File: src/design/bouncing_particle_table_unit_macros.svh
// Assertion macros shared by the particle table RTL.
`ifndef BOUNCING_PARTICLE_TABLE_UNIT_MACROS_SVH
`define BOUNCING_PARTICLE_TABLE_UNIT_MACROS_SVH

// Same-cycle implication, held off during reset.
`define BPTU_ASSERT_NOW(label, clk, rst, ante, cons, msg) \
  label: assert property (@(posedge clk) disable iff (rst) (ante) |-> (cons)) \
    else $error(msg);

// Next-cycle implication, held off during reset.
`define BPTU_ASSERT_NEXT(label, clk, rst, ante, cons, msg) \
  label: assert property (@(posedge clk) disable iff (rst) (ante) |=> (cons)) \
    else $error(msg);

`endif

File: src/design/bptu_pkg.sv
// Shared types and constants of the bouncing particle table.
`default_nettype none
package bptu_pkg;

  localparam int MAX_PARTICLES = 64;
  localparam int IDX_W = (MAX_PARTICLES > 1) ? $clog2(MAX_PARTICLES) : 1;
  localparam int CNT_W = $clog2(MAX_PARTICLES + 1);

  // item opcodes
  localparam logic OP_SPAWN = 1'b0;
  localparam logic OP_FRAME = 1'b1;

  // config register indexes
  localparam logic [1:0] CFG_PANEL_WIDTH  = 2'd0;
  localparam logic [1:0] CFG_PANEL_HEIGHT = 2'd1;
  localparam logic [1:0] CFG_FRAME_STEP   = 2'd2;

  // config reset values
  localparam logic [7:0]  PANEL_WIDTH_RST  = 8'd64;
  localparam logic [7:0]  PANEL_HEIGHT_RST = 8'd32;
  localparam logic [15:0] FRAME_STEP_RST   = 16'd1092;

  // velocity limits for saturating negation
  localparam logic signed [16:0] VEL_MIN = {1'b1, 16'h0000};
  localparam logic signed [16:0] VEL_MAX = {1'b0, 16'hFFFF};

  typedef enum logic [1:0] {
    KIND_PIXEL      = 2'd0,
    KIND_SPAWN_OK   = 2'd1,
    KIND_SPAWN_FULL = 2'd2
  } kind_t;

  // one table entry as stored in the RAM
  typedef struct packed {
    logic [23:0]        pos_x;
    logic [23:0]        pos_y;
    logic signed [16:0] vel_x;
    logic signed [16:0] vel_y;
    logic [7:0]         red;
    logic [7:0]         green;
    logic [7:0]         blue;
  } particle_t;

  localparam int PART_W = $bits(particle_t);

endpackage
`default_nettype wire

File: src/design/bptu_axis.sv
// One axis of the particle update: move, bounce, clamp and pixel select.
`default_nettype none
module bptu_axis import bptu_pkg::*; (
  input  wire logic signed [32:0] prod,     // velocity times frame step
  input  wire logic [23:0]        pos,
  input  wire logic signed [16:0] vel,
  input  wire logic [7:0]         size,
  output logic [23:0]             new_pos,
  output logic signed [16:0]      new_vel,
  output logic [7:0]              pixel
);

  logic signed [24:0] delta;
  logic signed [26:0] sum;
  logic signed [26:0] lim;
  logic signed [26:0] refl;
  logic signed [26:0] clamped;
  logic               flip;
  logic [7:0]         ipart;

  // floor of prod / 256 is an arithmetic shift
  assign delta = prod[32:8];
  assign sum   = $signed({3'b000, pos}) + {{2{delta[24]}}, delta};
  assign lim   = $signed({3'b000, size, 16'h0000});

  // mirror at the low or high edge
  always_comb begin
    flip = 1'b0;
    refl = sum;
    if (sum < 27'sd0) begin
      refl = -sum;
      flip = 1'b1;
    end else if (sum > lim) begin
      refl = (lim <<< 1) - sum;
      flip = 1'b1;
    end
  end

  // clamp into [0, edge]
  always_comb begin
    if (refl < 27'sd0) begin
      clamped = '0;
    end else if (refl > lim) begin
      clamped = lim;
    end else begin
      clamped = refl;
    end
  end

  assign new_pos = clamped[23:0];

  // saturating negation on a bounce
  always_comb begin
    if (!flip) begin
      new_vel = vel;
    end else if (vel == VEL_MIN) begin
      new_vel = VEL_MAX;
    end else begin
      new_vel = -vel;
    end
  end

  // position never exceeds the edge, so the modulo only wraps size to zero
  assign ipart = new_pos[23:16];
  assign pixel = (ipart == size) ? 8'd0 : ipart;

endmodule
`default_nettype wire

File: config.mk
export PLATFORM = sky130hd
export DESIGN_NAME = bptu_axis
export DESIGN_NICKNAME = d
export VERILOG_FILES = /design/src/design/bouncing_particle_table_unit_macros.svh /design/src/design/bptu_pkg.sv /design/src/design/bptu_axis.sv
export SDC_FILE = /design/constraint.sdc
export NUM_CORES = 1
export LEC_CHECK = 0
export BUFFER_PORTS_ARGS = -buffer_cell sky130_fd_sc_hd__buf_2
export CORE_MARGIN = 8
export CORE_UTILIZATION = 44
export DETAILED_ROUTE_END_ITERATION = 12
export PLACE_DENSITY_LB_ADDON = 0.15
export SYNTH_ARGS = -nofsm -noshare
export SYNTH_HDL_FRONTEND = slang
export SYNTH_SLANG_ARGS = --single-unit
export TNS_END_PERCENT = 50
File: constraint.sdc
create_clock -name vclk -period 15.6
set_clock_uncertainty 0.2 [all_clocks]
set_input_delay 1.56 -clock vclk [all_inputs]
set_output_delay 1.56 -clock vclk [all_outputs]
set_load 0.02 [all_outputs]
Word-level counts from Yosys, hierarchy flattened
Cells that the tools add are included.
- logic and storage cells: 19
- bits of input ports: 82
- output and inout port bits: 49
- bits in registers: 0
- add/subtract/negate cells: 4
- eq/ne operators: 2
- order comparisons: 4
- muxes and demuxes: 9
- operators with widths (kind ; count):
    $mux 27 ; 2
    $mux 24 ; 2
    $mux 17 ; 2
    $gt 27x25->1 ; 1
    $lt 27x1->1 const B ; 1
    $neg 26->27 ; 1
    $sub 26x26->27 ; 1
    $add 25x25->26 ; 1
    $gt 26x25->1 ; 1
    $lt 26x1->1 const B ; 1
    $eq 17x17->1 const B ; 1
    $neg 17->17 ; 1
    $eq 8x8->1 ; 1
    $mux 8 ; 1
    $mux 1 ; 2

Depth between registers and ports, before layout
- depth in word-level cells: 9
- gate-level depth with buffers: 33
- mapped depth without buffers: 30

Worst setup path before layout
OpenSTA, ideal clock, no wires.
- kind: input to output
- start point: in prod[8]
- end point: out new_pos[16]
- arrival: 8.613 ns
- buffers on the path: 2
- slack: 5.227 ns
- data required time: 13.840 ns
- stages on the path: 32
- cell sequence: ha_1 -> fa_1 -> a211o_1 -> a21boi_1 -> a211o_1 -> a21oi_1 -> or3_1 -> and2_1 -> clkbuf_1 -> ha_1 -> nand4_1 -> nor2_1 -> or4b_2 -> a22oi_1 -> o2111ai_1 -> and3_1 -> clkbuf_1 -> a211oi_1 -> inv_1 -> ha_1 -> nor2b_1 -> o21a_1 -> o21a_1 -> o21ai_0 -> nand2b_1 -> a21oi_1 -> o21ai_0 -> o221ai_1 -> o211ai_1 -> a211oi_2 -> nand2_2 -> a211oi_1
- word-level cells in the longest chain between the ends: 7
- elaborated cells on any way between the ends: 11
- ends and longest elaborated chain (what ; RTL line ; RTL):
    from (decl) ; bptu_axis.sv:4 ; input wire logic signed [32:0] prod,
    $add 25x25->26 * ; bptu_axis.sv:23 ; assign sum = $signed({3'b000, pos}) + {{2{delta[24]}}, delta};
    $sub 26x26->27 or $gt 26x25->1 (tied branches) ; bptu_axis.sv:34, bptu_axis.sv:33 ;
    $mux 27 ; bptu_axis.sv:33 ; end else if (sum > lim) begin
    $mux 27 * ; bptu_axis.sv:30 ; if (sum < 27'sd0) begin
    $gt 27x25->1 ; bptu_axis.sv:43 ; end else if (refl > lim) begin
    $mux 24 ; bptu_axis.sv:43 ;
    $mux 24 * ; bptu_axis.sv:41 ; if (refl < 27'sd0) begin
    to (decl) ; bptu_axis.sv:8 ; output logic [23:0] new_pos,
Every way passes the cells marked *; elsewhere a longest branch is shown, timed or not.

Worst setup path in the final report
Same ends and word-level chain as after synthesis.

==> metrics.md <==
| Metric | Value |
|---|---|
| Status | completed |
| Post_cts resized | 0 |
| Drt pass-1 iters | 5 |
| RSZ-0062 raised after global routing | false |
| Number of I/O pins | between 100 and 150 |
| # rows | 37 |
| FILL cells | 1117 |
| DR vias | approximately 5700 |
| Initial antenna violation count | 0 |
| First-pass GRT wire length | around 26000 um |
| Flip-flop and latch area | 0 um2 |
| Die W | between 100 and 150 um |
| IO Port Bufs | between 100 and 150 |
| Core ar. | roughly 10000 um2 |
| Path type of the worst setup path | in -> out |
| Final worst-path cycle share | 74.97% |
| Final Cell Area | between 5000 and 6000 um2 |
| Initial Utilization | between 40% and 50% |
| Slew Limit Fails | 0 |
| Hold WS | approximately 3.3 ns |
| Synthesized Nets | between 800 and 900 |
| Hold Startpoint | vel[0] |
| Crit-path max FO | 17 |
| Avg Cell Area, Syn | 6.618 um2 |
| GRT Residual Overflow | 0 |
| Layout cells sized above 1 | around a fifth |
| HP Class | in -> out |
| DP Cell Count | around 900 |
| Routability Congestion | approximately 0.89 |
| Synthesized netlist cell count | roughly 680 |
| DRT antenna net count | 0 |
| Worst slew margin | 45.41% |
| Leak pwr | 2.413 nW |
| Hold Fails Final Rpt | 0 |
| Slew @ Worst Pin | between 0.8 and 0.9 ns |
| Power density over cell area | about 80 nW/um2 |
| Die area | roughly 14000 um2 |
| Vias/cell | 6.175 |
| Fmax | roughly 86 MHz |
| Worst VDD drop | 0.03613 mV |
| DRC viols | 0 |
| Critical Path Source Type | primary input |
| Post-placement cell area | ~5200 um2 |
| Setup Fix Bufs, Post-CTS | 0 |
| Crit path largest cell delay | around 0.60 ns |
| GR Util All Layers | roughly 21% |
| Final std cells w/o fill | between 900 and 1000 |
| Hold-fix buffers, CTS | 0 |
| Vias in the first global route | roughly 5500 |
| Routed wire length | ~15000 um |
| Number of flip-flops and latches | 0 |
| CP Data Arrival Time | 9.94 ns |
| Distinct cells, synth | roughly 80 |
| Layout clock buffers | 0 |
| Multi-input logic area | about 4300 um2 |
| Most used cell along the critical path | ha_1 |
| DR iter-0 viols | 346 |
| CP required | ~14 ns |
| MaxCap Viol Count | 0 |
| Setup crit end kind | output pin |
| Register area share after synthesis | 0% |
| Wire per inst | between 15 and 20 um |
| Critical path capture point | new_pos[16] |
| Min cycle time layout | between 10 and 15 ns |
| Die height | around 120 um |
| Largest net degree at the start of global routing | 27 |
| Fin nets | roughly 900 |
| Ys Warns | 0 |
| Area Overhead vs Synth | 14.81% |
| Synth Cell Area | 4527 um2 |
| HPWL Detailed | 12970 um |
| Slowest cell on the critical path | or4b_2 |
| Crit path launch | prod[8] |
| ANT cells | 0 |
| Final setup viols | 0 |
| Total negative setup slack | 0 ns |
power by group:
part	total [W]	switching, W	leakage (nW)	internal (W)
registers	0	0	0	0
clock network	0	0	0	0
logic	0.000422	0.000267	2.41	0.000155
cells by family (layout without fill, tap and decap cells):
logic type,Yosys count,in the layout,synth area share (%)
buffers and inverters,59,154,5.445
adder cells (fa/ha/maj),51,51,14.26
XOR/XNOR,48,48,9.287
AND/OR/NAND/NOR,258,258,29.33
multiplexers,4,4,0.9673
AO/OA/AOI/OAI,264,264,40.71
critical path: cells and delay by family:
kind	cells	cell delay, ns
buffers and inverters	4	0.67
AOI/OAI and AO/OA	16	3.90
and+or+nand+nor	9	2.50
adders and majority gates	4	1.29
cells in the mapped netlist (16+ instances only):
library cell  count  area share, %
ha_1             50             14
nand3_1          31            3.4
xor2_1           18            3.5
nand2_1          65            5.4
a21oi_1          64            7.1
a21o_1           29            4.8
xnor2_1          30            5.8
a211oi_1         16            2.7
nor3_1           22            2.4
nor2_1           51            4.2
inv_1            27            2.2
o21ai_0          37            4.1
worst min-delay path by stage:
| stage | to | slack, ns | depth (start not counted) |
|---|---|---|---|
| 2_1_floorplan | new_vel[0] | 3.10 | 2 |
| 3_3_place_gp | new_vel[0] | 3.27 | 4 |
| 3_5_place_dp | new_vel[0] | 3.27 | 4 |
| 4_1_cts | new_vel[0] | 3.27 | 4 |
| 5_1_grt | new_vel[0] | 3.30 | 4 |
| 6_report | new_vel[0] | 3.27 | 4 |
routing by layer:
layer  track usage (%)  part of all wire (%)  wire, um
met5                 0                     0         0
met4             1.865                  0.60        93
met3             2.254                   5.3       811
met2             36.51                    46      7148
met1             27.32                    48      7339
cells in the final DEF (no fill, tap or decap), types with 15 or more instances in the layout:
cell type	instances
or3_1	15
o21ai_0	37
a211oi_1	16
xnor2_1	30
nand2_1	65
inv_1	27
nor2_1	51
buf_2	123
a21oi_1	64
nor3_1	22
o211ai_1	15
a21o_1	29
xor2_1	18
ha_1	50
nand3_1	31
per-stage QoR:
stage | utilization [%] | setup WS [ns] | power [W]
4_1_cts | 51.27 | 3.972 | 0.0004186
6_report | 51.27 | 3.904 | 0.0004217
5_1_grt | 51.27 | 3.296 | 0.0004614
3_3_place_gp | 51.27 | 4.018 | 0.0004108
2_1_floorplan | - | 5.227 | 0.0003093
3_5_place_dp | 51.27 | 3.996 | 0.0004167
final cells by class:
cell class | count | area share [%]
inverter | 27 | 1.950
tap | 136 | 3.274
multi-input combinational | 625 | 82.35
timing repair buffer | 127 | 12.42
No activity file was read; power rests on OpenSTA's default activity.
