<file path="config.mk">
export PLATFORM = sky130hd
export DESIGN_NAME = bptu_ram
export DESIGN_NICKNAME = d
export VERILOG_FILES = /design/src/design/bouncing_particle_table_unit_macros.svh /design/src/design/bptu_ram.sv
export SDC_FILE = /design/constraint.sdc
export NUM_CORES = 1
export LEC_CHECK = 0
export ABC_AREA = 1
export BUFFER_PORTS_ARGS = -buffer_cell sky130_fd_sc_hd__buf_2
export CELL_PAD_IN_SITES_DETAIL_PLACEMENT = 0
export CELL_PAD_IN_SITES_GLOBAL_PLACEMENT = 2
export CORE_MARGIN = 3
export CORE_UTILIZATION = 38
export CTS_BUF_LIST = sky130_fd_sc_hd__clkbuf_4 sky130_fd_sc_hd__clkbuf_8
export CTS_CLUSTER_SIZE = 40
export DETAILED_ROUTE_END_ITERATION = 7
export MAX_ROUTING_LAYER = met4
export PLACE_DENSITY = 0.87
export SLEW_MARGIN = 20
export SYNTH_ARGS = -nofsm -noshare
export SYNTH_HDL_FRONTEND = slang
export SYNTH_SLANG_ARGS = --single-unit
export TNS_END_PERCENT = 10
</file>
<file path="constraint.sdc">
create_clock -name clk -period 1.2 [get_ports clk]
set_input_delay 0.24 -clock clk [delete_from_list [all_inputs] [get_ports clk]]
set_output_delay 0.24 -clock clk [all_outputs]
set_load 0.02 [all_outputs]
</file>
<file path="src/design/bouncing_particle_table_unit_macros.svh">
// Assertion macros shared by the particle table RTL.
`ifndef BOUNCING_PARTICLE_TABLE_UNIT_MACROS_SVH
`define BOUNCING_PARTICLE_TABLE_UNIT_MACROS_SVH

// Same-cycle implication, held off during reset.
`define BPTU_ASSERT_NOW(label, clk, rst, ante, cons, msg) \
  label: assert property (@(posedge clk) disable iff (rst) (ante) |-> (cons)) \
    else $error(msg);

// Next-cycle implication, held off during reset.
`define BPTU_ASSERT_NEXT(label, clk, rst, ante, cons, msg) \
  label: assert property (@(posedge clk) disable iff (rst) (ante) |=> (cons)) \
    else $error(msg);

`endif

</file>
<file path="src/design/bptu_ram.sv">
// Generic single-write, single-read RAM with registered read data.
`default_nettype none
module bptu_ram #(
  parameter int WIDTH = 8,
  parameter int DEPTH = 16
) (
  input  wire logic                                 clk,
  input  wire logic                                 we,
  input  wire logic [((DEPTH > 1) ? $clog2(DEPTH) : 1)-1:0] waddr,
  input  wire logic [WIDTH-1:0]                     wdata,
  input  wire logic                                 re,
  input  wire logic [((DEPTH > 1) ? $clog2(DEPTH) : 1)-1:0] raddr,
  output logic      [WIDTH-1:0]                     rdata
);

  logic [WIDTH-1:0] mem [DEPTH];

  // write port and registered read port
  always_ff @(posedge clk) begin
    if (we) begin
      mem[waddr] <= wdata;
    end
    if (re) begin
      rdata <= mem[raddr];
    end
  end

endmodule
`default_nettype wire

</file>
======== After elaboration in Yosys (flattened, before gate mapping) ========
Memories as Yosys holds them, arrays and structs flattened. A register that Yosys moved wholly into a read port is not among the register bits.
Cells that the tools add are included.
storage, ports and cells
  bits in registers ....................... 0
  memory bits (writable) .................. 128
  input port bits ......................... 19
  output and inout bits ................... 8
  logic and storage cells ................. 3
  memories kept ........................... 1
cells by class
  mux-type cells .......................... 2
memories
  memory  words  bits a word  read ports  clocked after Yosys merged registers in  wr ports  RTL line        source
  mem     16     8            1           1                                        1         bptu_ram.sv:16  logic [WIDTH-1:0] mem [DEPTH];
operator list
  kind              number
  2-to-1 mux 1 bit  2

======== Logic depth before layout (Yosys ltp) ========
Gate-level depths: netlist of the first run.
  word-level depth ........................ 2
  gate-level depth with buffers ........... 8
  gate-level depth less buffers ........... 7

======== Worst setup path after synthesis of the first run ========
Ideal clock, no wire load.
  kind .................................... input-to-reg
  start ................................... input port waddr[3] (netlist name)
  end ..................................... memory mem[4][0], enable pin
  setup time .............................. 0.370 ns
  arrival ................................. 0.821 ns
  required time ........................... 0.830 ns
  path slack .............................. 0.009 ns
  stages .................................. 2
  buffers on the path ..................... 0
  cell sequence ........................... nand3b_1 > nor2_1
RTL lines
  item             RTL line        source
  start, declared  bptu_ram.sv:9   input wire logic [((DEPTH > 1) ? $clog2(DEPTH) : 1)-1:0] waddr,
  end, declared    bptu_ram.sv:16
No word-level cell before the write port.

======== Worst setup path in the final report of the first run ========
  start ................................... register rdata[4], read port of mem
  end ..................................... output port rdata[4]
RTL lines
  item             RTL line        source
  start, declared  bptu_ram.sv:13  output logic [WIDTH-1:0] rdata
No word-level cell between the ends.

==> key figures, run 1 <==
Synthesis
  – Sequential fraction of the synthesis area: 69.8%
  – Async set-reset flop share out of synthesis: 0%
  – Commonest cells in the netlist: nand2_1, edfxtp_1, inv_1
  – Yosys warning total: 0
  – Synth Instances: 551
  – Syn_area_per_cell: 10.6 um2
  – Count leader, synth: nand2_1
  – Area share of the largest cell type after synthesis: 69.8%
  – Post-synth EDFFs: 136
  – Main synth FF type: edfxtp_1
  – Synth area leaders: edfxtp_1, nand2_1, nand3_1
  – Largest area contributor in the netlist: edfxtp_1
  – Cell Area, Synth: roughly 6000 um2
  – Syn Nets: 570
  – Cell variety after synth: 11
  – Yosys reg bits: about 140

Hold path
  – Hold path start: re
  – HP Class: in2reg
  – Hold EP: rdata[2]$_DFFE_PP_
  – Hold Crit Depth: 1

Power
  – Worst-case vdd ir drop: 1.19 mV
  – Power Dens Cells: between 1000 and 1500 nW/um2
  – Lkg Pwr: about 2.9 nW
  – Total chip power: 9.23 mW

Layout
  – Fin area: 6710 um2
  – # nets final: 618
  – Share of cells above drive strength 1: between 10% and 20%
  – Ant diodes: 0
  – Final Util: a little under half
  – Area Overhead vs Synth: 14.7%

Clock network
  – Clk sink count: 136
  – Root Buffer: clkbuf_8
  – Later-pin clock latency in the skew report: about 0.44 ns
  – Clk pin slew, worst setup/hold paths: 0.08 ns
  – CTS tree: yes
  – Cts bufs inserted: 17
  – H-tree levels: 4
  – Max clock buf depth: 2
  – Post-CTS Setup Bufs: 0

GRT
  – Vias in the first global route: ~3,700
  – First-pass GRT wire length: roughly 21 mm
  – Largest net degree at the start of global routing: 43
  – Total grt overflow: 0
  – Initial antenna violation count: 0
  – Gr usage total: 17.5%

Placed design
  – DP Area: 6330 um2
  – # port buffers: 26
  – Dpl ws: -0.270 ns
  – HPWL after DPL: 8.58 mm
  – RD Place Congestion: approximately 0.86

Timing
  – Min Tclk post-route: 1.28 ns
  – Slew @ Worst Pin: 0.380 ns
  – Worst setup margin: -0.0813 ns
  – Fin Clk Skew: 0.0169 ns
  – RSZ-0062 raised after global routing: yes
  – Worst Hold Margin: between 0.15 and 0.2 ns
  – Final setup viols: 5
  – Achievable clock frequency: 0.780 GHz
  – Final period util: 107%
  – Final Hold Viols: 0
  – Slew HR: 74.7%
  – Final max-slew violation count: 0

Routing
  – DR vias: roughly 3,800
  – DRT iter0 DRCs: 326
  – Vias per cell: 4.76
  – Final ANT Viol Nets: 0
  – Drt pass-1 iters: 5
  – Remaining DRCs: 0
  – WL/cell: 16.8 um
  – Total Wirelength: ~13 mm

Setup path
  – Critical Path End Type: primary output
  – Crit. path cell count: 1
  – CP max-delay cell: edfxtp_1
  – R2R Path End: rdata[0]$_DFFE_PP_
  – Crit path largest cell delay: 0.44 ns
  – Flop2flop setup slack: 0.07 ns
  – Setup CP Type: reg2out
  – Critical Path Fanout Max: 1
  – Crit path DAT: 1.04 ns
  – Buf+Inv Stages, Crit Path: 1
  – Delay-heaviest family, CP: flip-flops
  – Crit Reg-Reg Startpoint: mem[0][0]$_DFFE_PP_
  – Worst R2R Path Depth: 6
  – Required @ worst endpoint: 0.96 ns
  – Crit start category: register
  – Cell-by-cell trace of the critical path: buf_6

Floorplan
  – Chip width: 130 um
  – Starting Density: 39.5%
  – Die area: 16,900 um2
  – Ports: 27
  – Row cnt: 44
  – Core box area: 14,800 um2
  – Die H: 130 um

Run status
  – Status: finished, violations left
  – Failing checks: negative setup slack

Flow run
  – Max-Cap Viols: 0
-- layer usage --
metal,GRT usage (%),up-vias,part of all wire [%]
met2,26.6,111,47
met1,23.6,1787,45
li1,-,1875,-
met3,4.09,14,5.8
met4,5.44,0,1.4
met5,-,-,0
-- cell type report --
type	count	area, um2
fillers	1410	8100
flip-flops and latches	136	4080
multi-input cells	289	1250
repair buffers	53	433
inverters	102	383
clock buffers	21	264
well taps	184	230
clock inverters	11	58.8
-- cell usage in the layout (no fill, tap or decap) --
master / netlist / layout
inv_2: 2 / 2
buf_2: 13 / 24
clkinv_2: 0 / 4
buf_4: 4 / 20
buf_12: 0 / 7
clkbuf_8: 0 / 17
nand3_2: 0 / 8
clkinv_4: 0 / 1
buf_6: 6 / 2
clkbuf_4: 0 / 4
clkinv_1: 0 / 4
clkinvlp_4: 0 / 2
nand2_1: 173 / 173
nand3b_1: 2 / 2
nand3_1: 97 / 89
nor2_1: 17 / 17
edfxtp_1: 136 / 136
inv_1: 100 / 100
-- where the power goes --
part           switching, mW  total, mW  internal (mW)
sequential            0.0293       5.38           5.35
clock                   1.64       3.11           1.47
combinational          0.505      0.742          0.237
total                   2.17       9.23           7.06
-- logic make-up (layout without fill, tap and decap cells) --
| kind of cell | count (synthesis) | count (layout) | synth area share, % |
|---|---|---|---|
| simple gates | 289 | 289 | 20.8 |
| flops | 136 | 136 | 69.8 |
| buf+inv | 126 | 187 | 9.39 |
-- state kept, by name, summed over array words and instances, names as in the netlist --
name and count:
mem 128, rdata 8
-- timing repair --
item | CTS | global route
hold buffers | 0 | 0
setup endpoints to repair | 8 | 15
resized for setup | 2 | 10
pin swaps | 0 | 1
-- stage by stage --
| step | setup TNS, ns | std cells |
|---|---|---|
| after floorplan | 0 | 551 |
| after global placement | -3.32 | 764 |
| after detailed placement | -3.75 | 764 |
| after CTS | -0.388 | 796 |
| after global routing | -0.559 | 796 |
| final | -0.208 | 796 |
-- worst max path at each step --
stage | to | start | slack, ns
2_1_floorplan | mem[4][0]$_DFFE_PP_ | waddr[3] | 0.009
3_3_place_gp | rdata[7]$_DFFE_PP_ | raddr[0] | -0.25
3_5_place_dp | rdata[7]$_DFFE_PP_ | raddr[0] | -0.27
4_1_cts | rdata[4] | rdata[4]$_DFFE_PP_ | -0.11
5_1_grt | rdata[4] | rdata[4]$_DFFE_PP_ | -0.11
6_report | rdata[4] | rdata[4]$_DFFE_PP_ | -0.08
Power figures use the tool's default switching activity.
==> run 2, diff against run 1 <==
--- a/config.mk
+++ b/config.mk
@@ -7,14 +7,14 @@
 export LEC_CHECK = 0
 export ABC_AREA = 1
-export BUFFER_PORTS_ARGS = -buffer_cell sky130_fd_sc_hd__buf_2
+export BUFFER_PORTS_ARGS = -buffer_cell sky130_fd_sc_hd__clkbuf_2
 export CELL_PAD_IN_SITES_DETAIL_PLACEMENT = 0
 export CELL_PAD_IN_SITES_GLOBAL_PLACEMENT = 2
 export CORE_MARGIN = 3
-export CORE_UTILIZATION = 38
+export CORE_UTILIZATION = 42
 export CTS_BUF_LIST = sky130_fd_sc_hd__clkbuf_4 sky130_fd_sc_hd__clkbuf_8
 export CTS_CLUSTER_SIZE = 40
 export DETAILED_ROUTE_END_ITERATION = 7
 export MAX_ROUTING_LAYER = met4
-export PLACE_DENSITY = 0.87
+export PLACE_DENSITY = 0.91
 export SLEW_MARGIN = 20
 export SYNTH_ARGS = -nofsm -noshare
==> constraint.sdc (replaced) <==
create_clock -name clk -period 1.3 [get_ports clk]
set_input_delay 0.13 -clock clk [delete_from_list [all_inputs] [get_ports clk]]
set_output_delay 0.13 -clock clk [all_outputs]
set_load 0.02 [all_outputs]
==> key figures, run 2 (synthesis gave the netlist of run 1 again) <==
GRT
  – GR Layer Usage met3: 4.41%
  – Grt peak-use layer: met2
  – Total grt overflow: 0
  – Vias in the first global route: 3,751
  – First-pass GRT wire length: 21.5 mm
  – Gr usage total: 20.1%
  – Initial antenna violation count: 0
  – Largest net degree at the start of global routing: 33
  – Routing usage on met2: 29.7%
  – Met1 Resource Use GR: 27.4%

Setup path
  – Delay-heaviest family, CP: flip-flops
  – Worst R2R Path Depth: 6
  – Setup CP Type: reg2out
  – Crit path largest cell delay: 0.42 ns
  – Critical Path Fanout Max: 1
  – Critical Path End Type: primary output
  – R2R Path End: rdata[5]$_DFFE_PP_
  – Cell-by-cell trace of the critical path: clkbuf_2
  – Buf+Inv Stages, Crit Path: 1
  – Required @ worst endpoint: around 1.2 ns
  – Crit path DAT: 1.02 ns
  – Crit start category: register
  – Flop2flop setup slack: between 0.15 and 0.2 ns
  – Crit Reg-Reg Startpoint: mem[13][5]$_DFFE_PP_
  – CP max-delay cell: edfxtp_1

Clock network
  – Number of hold buffers added after cts: 0
  – Later-pin clock latency in the skew report: roughly 0.42 ns
  – H-tree levels: 4
  – Clk sink count: about 140
  – Root Buffer: clkbuf_8
  – Post-CTS sizing: 0
  – Post-CTS Setup Bufs: 0
  – CTS tree: yes
  – Cts bufs inserted: 17
  – Clk pin slew, worst setup/hold paths: 0.07 ns
  – Max clock buf depth: 2

Hold path
  – Hold EP: rdata[2]$_DFFE_PP_
  – HP Class: in2reg
  – Hold path start: re
  – Hold Crit Depth: 1

Layout
  – Number of flip-flops in the largest register: 128
  – Commonest non-fill, non-tap cell in the layout: nand2_1
  – Area Overhead vs Synth: 14.7%
  – Biggest regs: mem: 128 flops, rdata: 8 flops
  – Share of cells above drive strength 1: 14.2%
  – Top reg by flops: mem
  – Ant diodes: 0
  – Commonest non-fill, non-tap cells in the layout: nand2_1, edfxtp_1, inv_1, nand3_1, clkbuf_2
  – # nets final: 624

Timing
  – Slew HR: 59.3%
  – Worst setup margin: between 0.1 and 0.15 ns
  – Min Tclk post-route: about 1.2 ns
  – Achievable clock frequency: 0.869 GHz
  – RSZ-0062 raised after global routing: no
  – Fin Clk Skew: 0.00765 ns
  – Final period util: 88.5%
  – Slew @ Worst Pin: 0.610 ns
  – Final setup viols: 0
  – Final max-slew violation count: 0
  – Final Hold Viols: 0

Floorplan
  – Die area: 15,400 um2
  – Starting Density: approximately 43%
  – Die H: 124 um
  – Chip width: 124 um
  – Row cnt: 42
  – Core box area: ~13,000 um2
  – Ports: 27

Power
  – Power Dens Cells: 1290 nW/um2
  – Lkg Pwr: ~2.9 nW
  – Worst-case vdd ir drop: 0.508 mV
  – Total chip power: 8.64 mW

Routing
  – Drt pass-1 iters: 5
  – DRT iter0 DRCs: ~350
  – Remaining DRCs: 0
  – Total Wirelength: about 14 mm
  – Vias per cell: 4.93
  – WL/cell: 17.4 um
  – Final ANT Viol Nets: 0
  – DR vias: around 3,900

Placed design
  – Dpl ws: -0.0949 ns
  – RD Place Congestion: 0.815
  – HPWL after DPL: between 8 and 9 mm
  – # port buffers: 26

Flow run
  – Max-Cap Viols: 0

Run status
  – Status: finished, final reports clean
-- run 2: cell types whose count changed in the layout (fill, tap and decap cells not counted) --
cell        before  now
nand3_1         89   97
buf_6            2    0
clkinv_2         4    2
buf_4           20   25
clkbuf_4         4    5
buf_2           24    0
clkbuf_2         0   26
clkinv_4         1    0
clkinv_1         4    2
clkinvlp_4       2    1
bufinv_16        0    1
nand3_2          8    0
buf_12           7    8
-- run 2: how the worst max path moves through the flow --
stage,start,cells past startpoint,endpoint,slack (ns)
2_1_floorplan,waddr[2],2,mem[10][0]$_DFFE_PP_,0.22
6_report,rdata[4]$_DFFE_PP_,1,rdata[4],0.15
4_1_cts,rdata[4]$_DFFE_PP_,1,rdata[4],0.11
3_3_place_gp,raddr[0],8,rdata[0]$_DFFE_PP_,-0.09
5_1_grt,mem[1][2]$_DFFE_PP_,6,rdata[2]$_DFFE_PP_,0.09
3_5_place_dp,raddr[0],8,rdata[2]$_DFFE_PP_,-0.09
-- run 2: metal layers --
metal / vias to the layer above / part of all wire, %
li1: 1884 / -
met1: 1842 / 45
met2: 143 / 46
met3: 22 / 6.6
met4: 0 / 2.1
met5: - / 0
-- run 2: final cells by class --
type                       instances  area (um2)
clock buffer                      22         272
clock inverter                     6        55.1
fill                            1230        6750
inverter                         102         383
multi-input combinational        289        1210
sequential                       136        4080
tap                              176         220
timing repair buffer              59         478
-- run 2: stage by stage --
| stage | utilization [%] | instances | area [um2] | hold slack (ns) | TNS (ns) |
|---|---|---|---|---|---|
| 6_report | 49.8 | 790 | 6710 | 0.0947 | 0 |
| 3_3_place_gp | 47.4 | 762 | 6380 | 0.538 | -0.325 |
| 3_5_place_dp | 47.4 | 762 | 6380 | 0.547 | -0.500 |
| 2_1_floorplan | - | 551 | 5850 | 0.229 | 0 |
| 5_1_grt | 49.8 | 790 | 6710 | 0.0801 | 0 |
| 4_1_cts | 49.8 | 790 | 6710 | 0.0793 | 0 |
-- run 2: report_power, final --
group / switching [mW] / internal [mW]
clock: 1.44 / 1.55
sequential: 0.0284 / 4.94
combinational: 0.462 / 0.222
==> run 3, diff against run 2 <==
- ABC_AREA: 1 -> unset
- CORE_UTILIZATION: 42 -> 50
- REMOVE_ABC_BUFFERS: unset -> 1
==> key figures, run 3 <==
Clock network
  – Cts bufs inserted: 17
  – CTS tree: yes
  – Max clock buf depth: 2
  – Number of hold buffers added after cts: 0
  – Clk sink count: 136
  – H-tree levels: 4
  – Clk pin slew, worst setup/hold paths: 0.07 ns
  – Later-pin clock latency in the skew report: 0.42 ns
  – Root Buffer: clkbuf_8

Placed design
  – HPWL after DPL: 6.22 mm
  – DP Area: 5660 um2
  – RD Place Congestion: 0.778
  – # port buffers: 26
  – Dpl ws: -0.384 ns

Setup path
  – Crit path largest cell delay: 0.47 ns
  – Cell-by-cell trace of the critical path: mux4_2 -> a22oi_2 -> nand2_1
  – Delay-heaviest family, CP: multiplexers
  – Critical Path End Type: register
  – Worst R2R Path Depth: 3
  – Buf+Inv Stages, Crit Path: 0
  – CP max-delay cell: mux4_2
  – Crit start category: register
  – Setup CP Type: reg2reg
  – Required @ worst endpoint: ~1.5 ns
  – Crit. path cell count: 3
  – Critical Path Fanout Max: 1
  – Crit path DAT: 1.57 ns

Power
  – Lkg Pwr: 2.00 nW
  – Worst-case vdd ir drop: 0.584 mV
  – Power Dens Cells: 1470 nW/um2

Routing
  – WL met2: 4.86 mm
  – WL/cell: 21.8 um
  – Met3 routed WL: 673 um
  – Final ANT Viol Nets: 0
  – DR top layer: met4
  – Remaining DRCs: 0
  – Drt pass-1 iters: 4
  – Wl on met1: 3.75 mm
  – Vias per cell: 5.72
  – DRT iter0 DRCs: approximately 150
  – DR vias: 2,477
  – Total Wirelength: 9.44 mm

Layout
  – Fillers: 686
  – Ant diodes: 0
  – Share of cells above drive strength 1: a little over 40%
  – Top reg by flops: mem
  – # nets final: 306
  – Biggest regs: mem: 128 flops, rdata: 8 flops
  – Fin area: 6100 um2
  – Final Util: 61.3%
  – Commonest non-fill, non-tap cell in the layout: edfxtp_1
  – Area Overhead vs Synth: 16.7%
  – Number of flip-flops in the largest register: 128
  – Commonest non-fill, non-tap cells in the layout: edfxtp_1, mux4_2, clkbuf_2, buf_4, clkbuf_8

Floorplan
  – Ports: 27
  – Row cnt: 36
  – Die H: 108 um
  – Core box area: 9950 um2
  – Die area: 11,700 um2
  – Chip width: roughly 110 um
  – Starting Density: around 53%

Timing
  – Final period util: 108%
  – RSZ-0062 raised after global routing: yes
  – Slew HR: 36.0%
  – Final setup viols: 8
  – Fin Clk Skew: between 0.007 and 0.008 ns
  – Slew @ Worst Pin: 0.958 ns
  – Final Hold Viols: 0
  – Min Tclk post-route: 1.40 ns
  – Final max-slew violation count: 0
  – Achievable clock frequency: 0.714 GHz
  – Worst setup margin: -0.0996 ns

Synthesis
  – Main synth FF type: edfxtp_1
  – Largest area contributor in the netlist: edfxtp_1
  – Syn_area_per_cell: 22.8 um2
  – Sequential fraction of the synthesis area: 78.1%
  – Cell variety after synth: 18
  – Area share of the largest cell type after synthesis: between 70% and 80%
  – Count leader, synth: edfxtp_1
  – Synth Instances: 229
  – Post-synth EDFFs: 136
  – Yosys reg bits: around 140
  – Yosys warning total: 0
  – Synth area leaders: edfxtp_1, mux4_2, mux4_1
  – Commonest cells in the netlist: edfxtp_1, mux4_2, a22oi_1
  – Cell Area, Synth: between 5000 and 6000 um2
  – Async set-reset flop share out of synthesis: 0%

GRT
  – Initial antenna violation count: 0
  – Gr usage total: 18.2%
  – Total grt overflow: 0
  – Vias in the first global route: 2,597
  – Largest net degree at the start of global routing: 19
  – First-pass GRT wire length: around 14 mm

Hold path
  – HP Class: in2reg
  – Hold Crit Depth: 1

Run status
  – Status: finished, violations left
  – Failing checks: negative setup slack

Flow run
  – Max-Cap Viols: 0
==> run 3: cell types whose count changed after synthesis, sizes merged, moves of 16 or more <==
cell   before  now
nand3      97    1
nand2     173    9
buf        24    7
inv       102    0
mux4        0   32
a22oi       0   16
==> run 3: cells by family (layout without fill, tap and decap cells) <==
group	count (synthesis)	after routing	synth area share, %
compound gates	16	16	2.30
buf+inv	10	81	1.65
flops	136	136	78.1
mux	32	32	14.8
simple gates	35	35	3.14
==> run 3: area by class of cell <==
cell class	count	area (um2)	area share (%)
well taps	133	166	2.73
repair buffers	49	353	5.78
flip-flops and latches	136	4080	67.0
clock buffers	18	241	3.96
clock inverters	14	174	2.85
multi-input cells	83	1080	17.7
==> run 3: path summary, 6_finish.rpt <==
kind                  startpoint  slack (ns)              endpoint
max          mem[8][1]$_DFFE_PP_        -0.1    rdata[1]$_DFFE_PP_
max reg2reg  mem[8][1]$_DFFE_PP_        -0.1    rdata[1]$_DFFE_PP_
min                     wdata[2]        0.12  mem[15][2]$_DFFE_PP_
min reg2reg  mem[6][6]$_DFFE_PP_        0.76    rdata[6]$_DFFE_PP_
==> run 3: timing repair <==
action | 4_1_cts | 5_1_grt
setup endpoints to repair | 8 | 8
cloned | 0 | 0
resized for setup | 13 | 11
pin swaps | 6 | 9
buffers inserted | 0 | 0
endpoints found under the hold margin | 0 | 0
==> run 3: worst reg2reg max path, stage by stage, from the launching register on <==
cell and delay [ns]:
edfxtp_1 0.39, mux4_2 0.47, a22oi_2 0.22, nand2_1 0.07
==> run 3: routing by layer <==
layer	GRT usage [%]	up-vias
li1	-	1084
met4	6.40	0
met3	5.25	16
met2	29.3	100
met1	22.5	1277
met5	-	-
==> run 3: report_power, final <==
part	leakage, nW	switching, mW	internal [mW]
logic	0.575	0.289	0.225
clock network	0.188	1.59	1.93
registers	1.24	0.0268	4.94
total	2.00	1.90	7.09
==> run 3: stage by stage <==
step / power (mW) / cells / hold WS, ns / setup TNS, ns
after CTS: 9.03 / 433 / 0.107 / -0.784
after floorplan: 5.28 / 219 / 0.229 / -4.98
after global routing: 9.28 / 433 / 0.110 / -0.902
final: 8.99 / 433 / 0.121 / -0.516
after detailed placement: 5.55 / 401 / 0.563 / -4.81
after global placement: 5.53 / 401 / 0.529 / -4.48
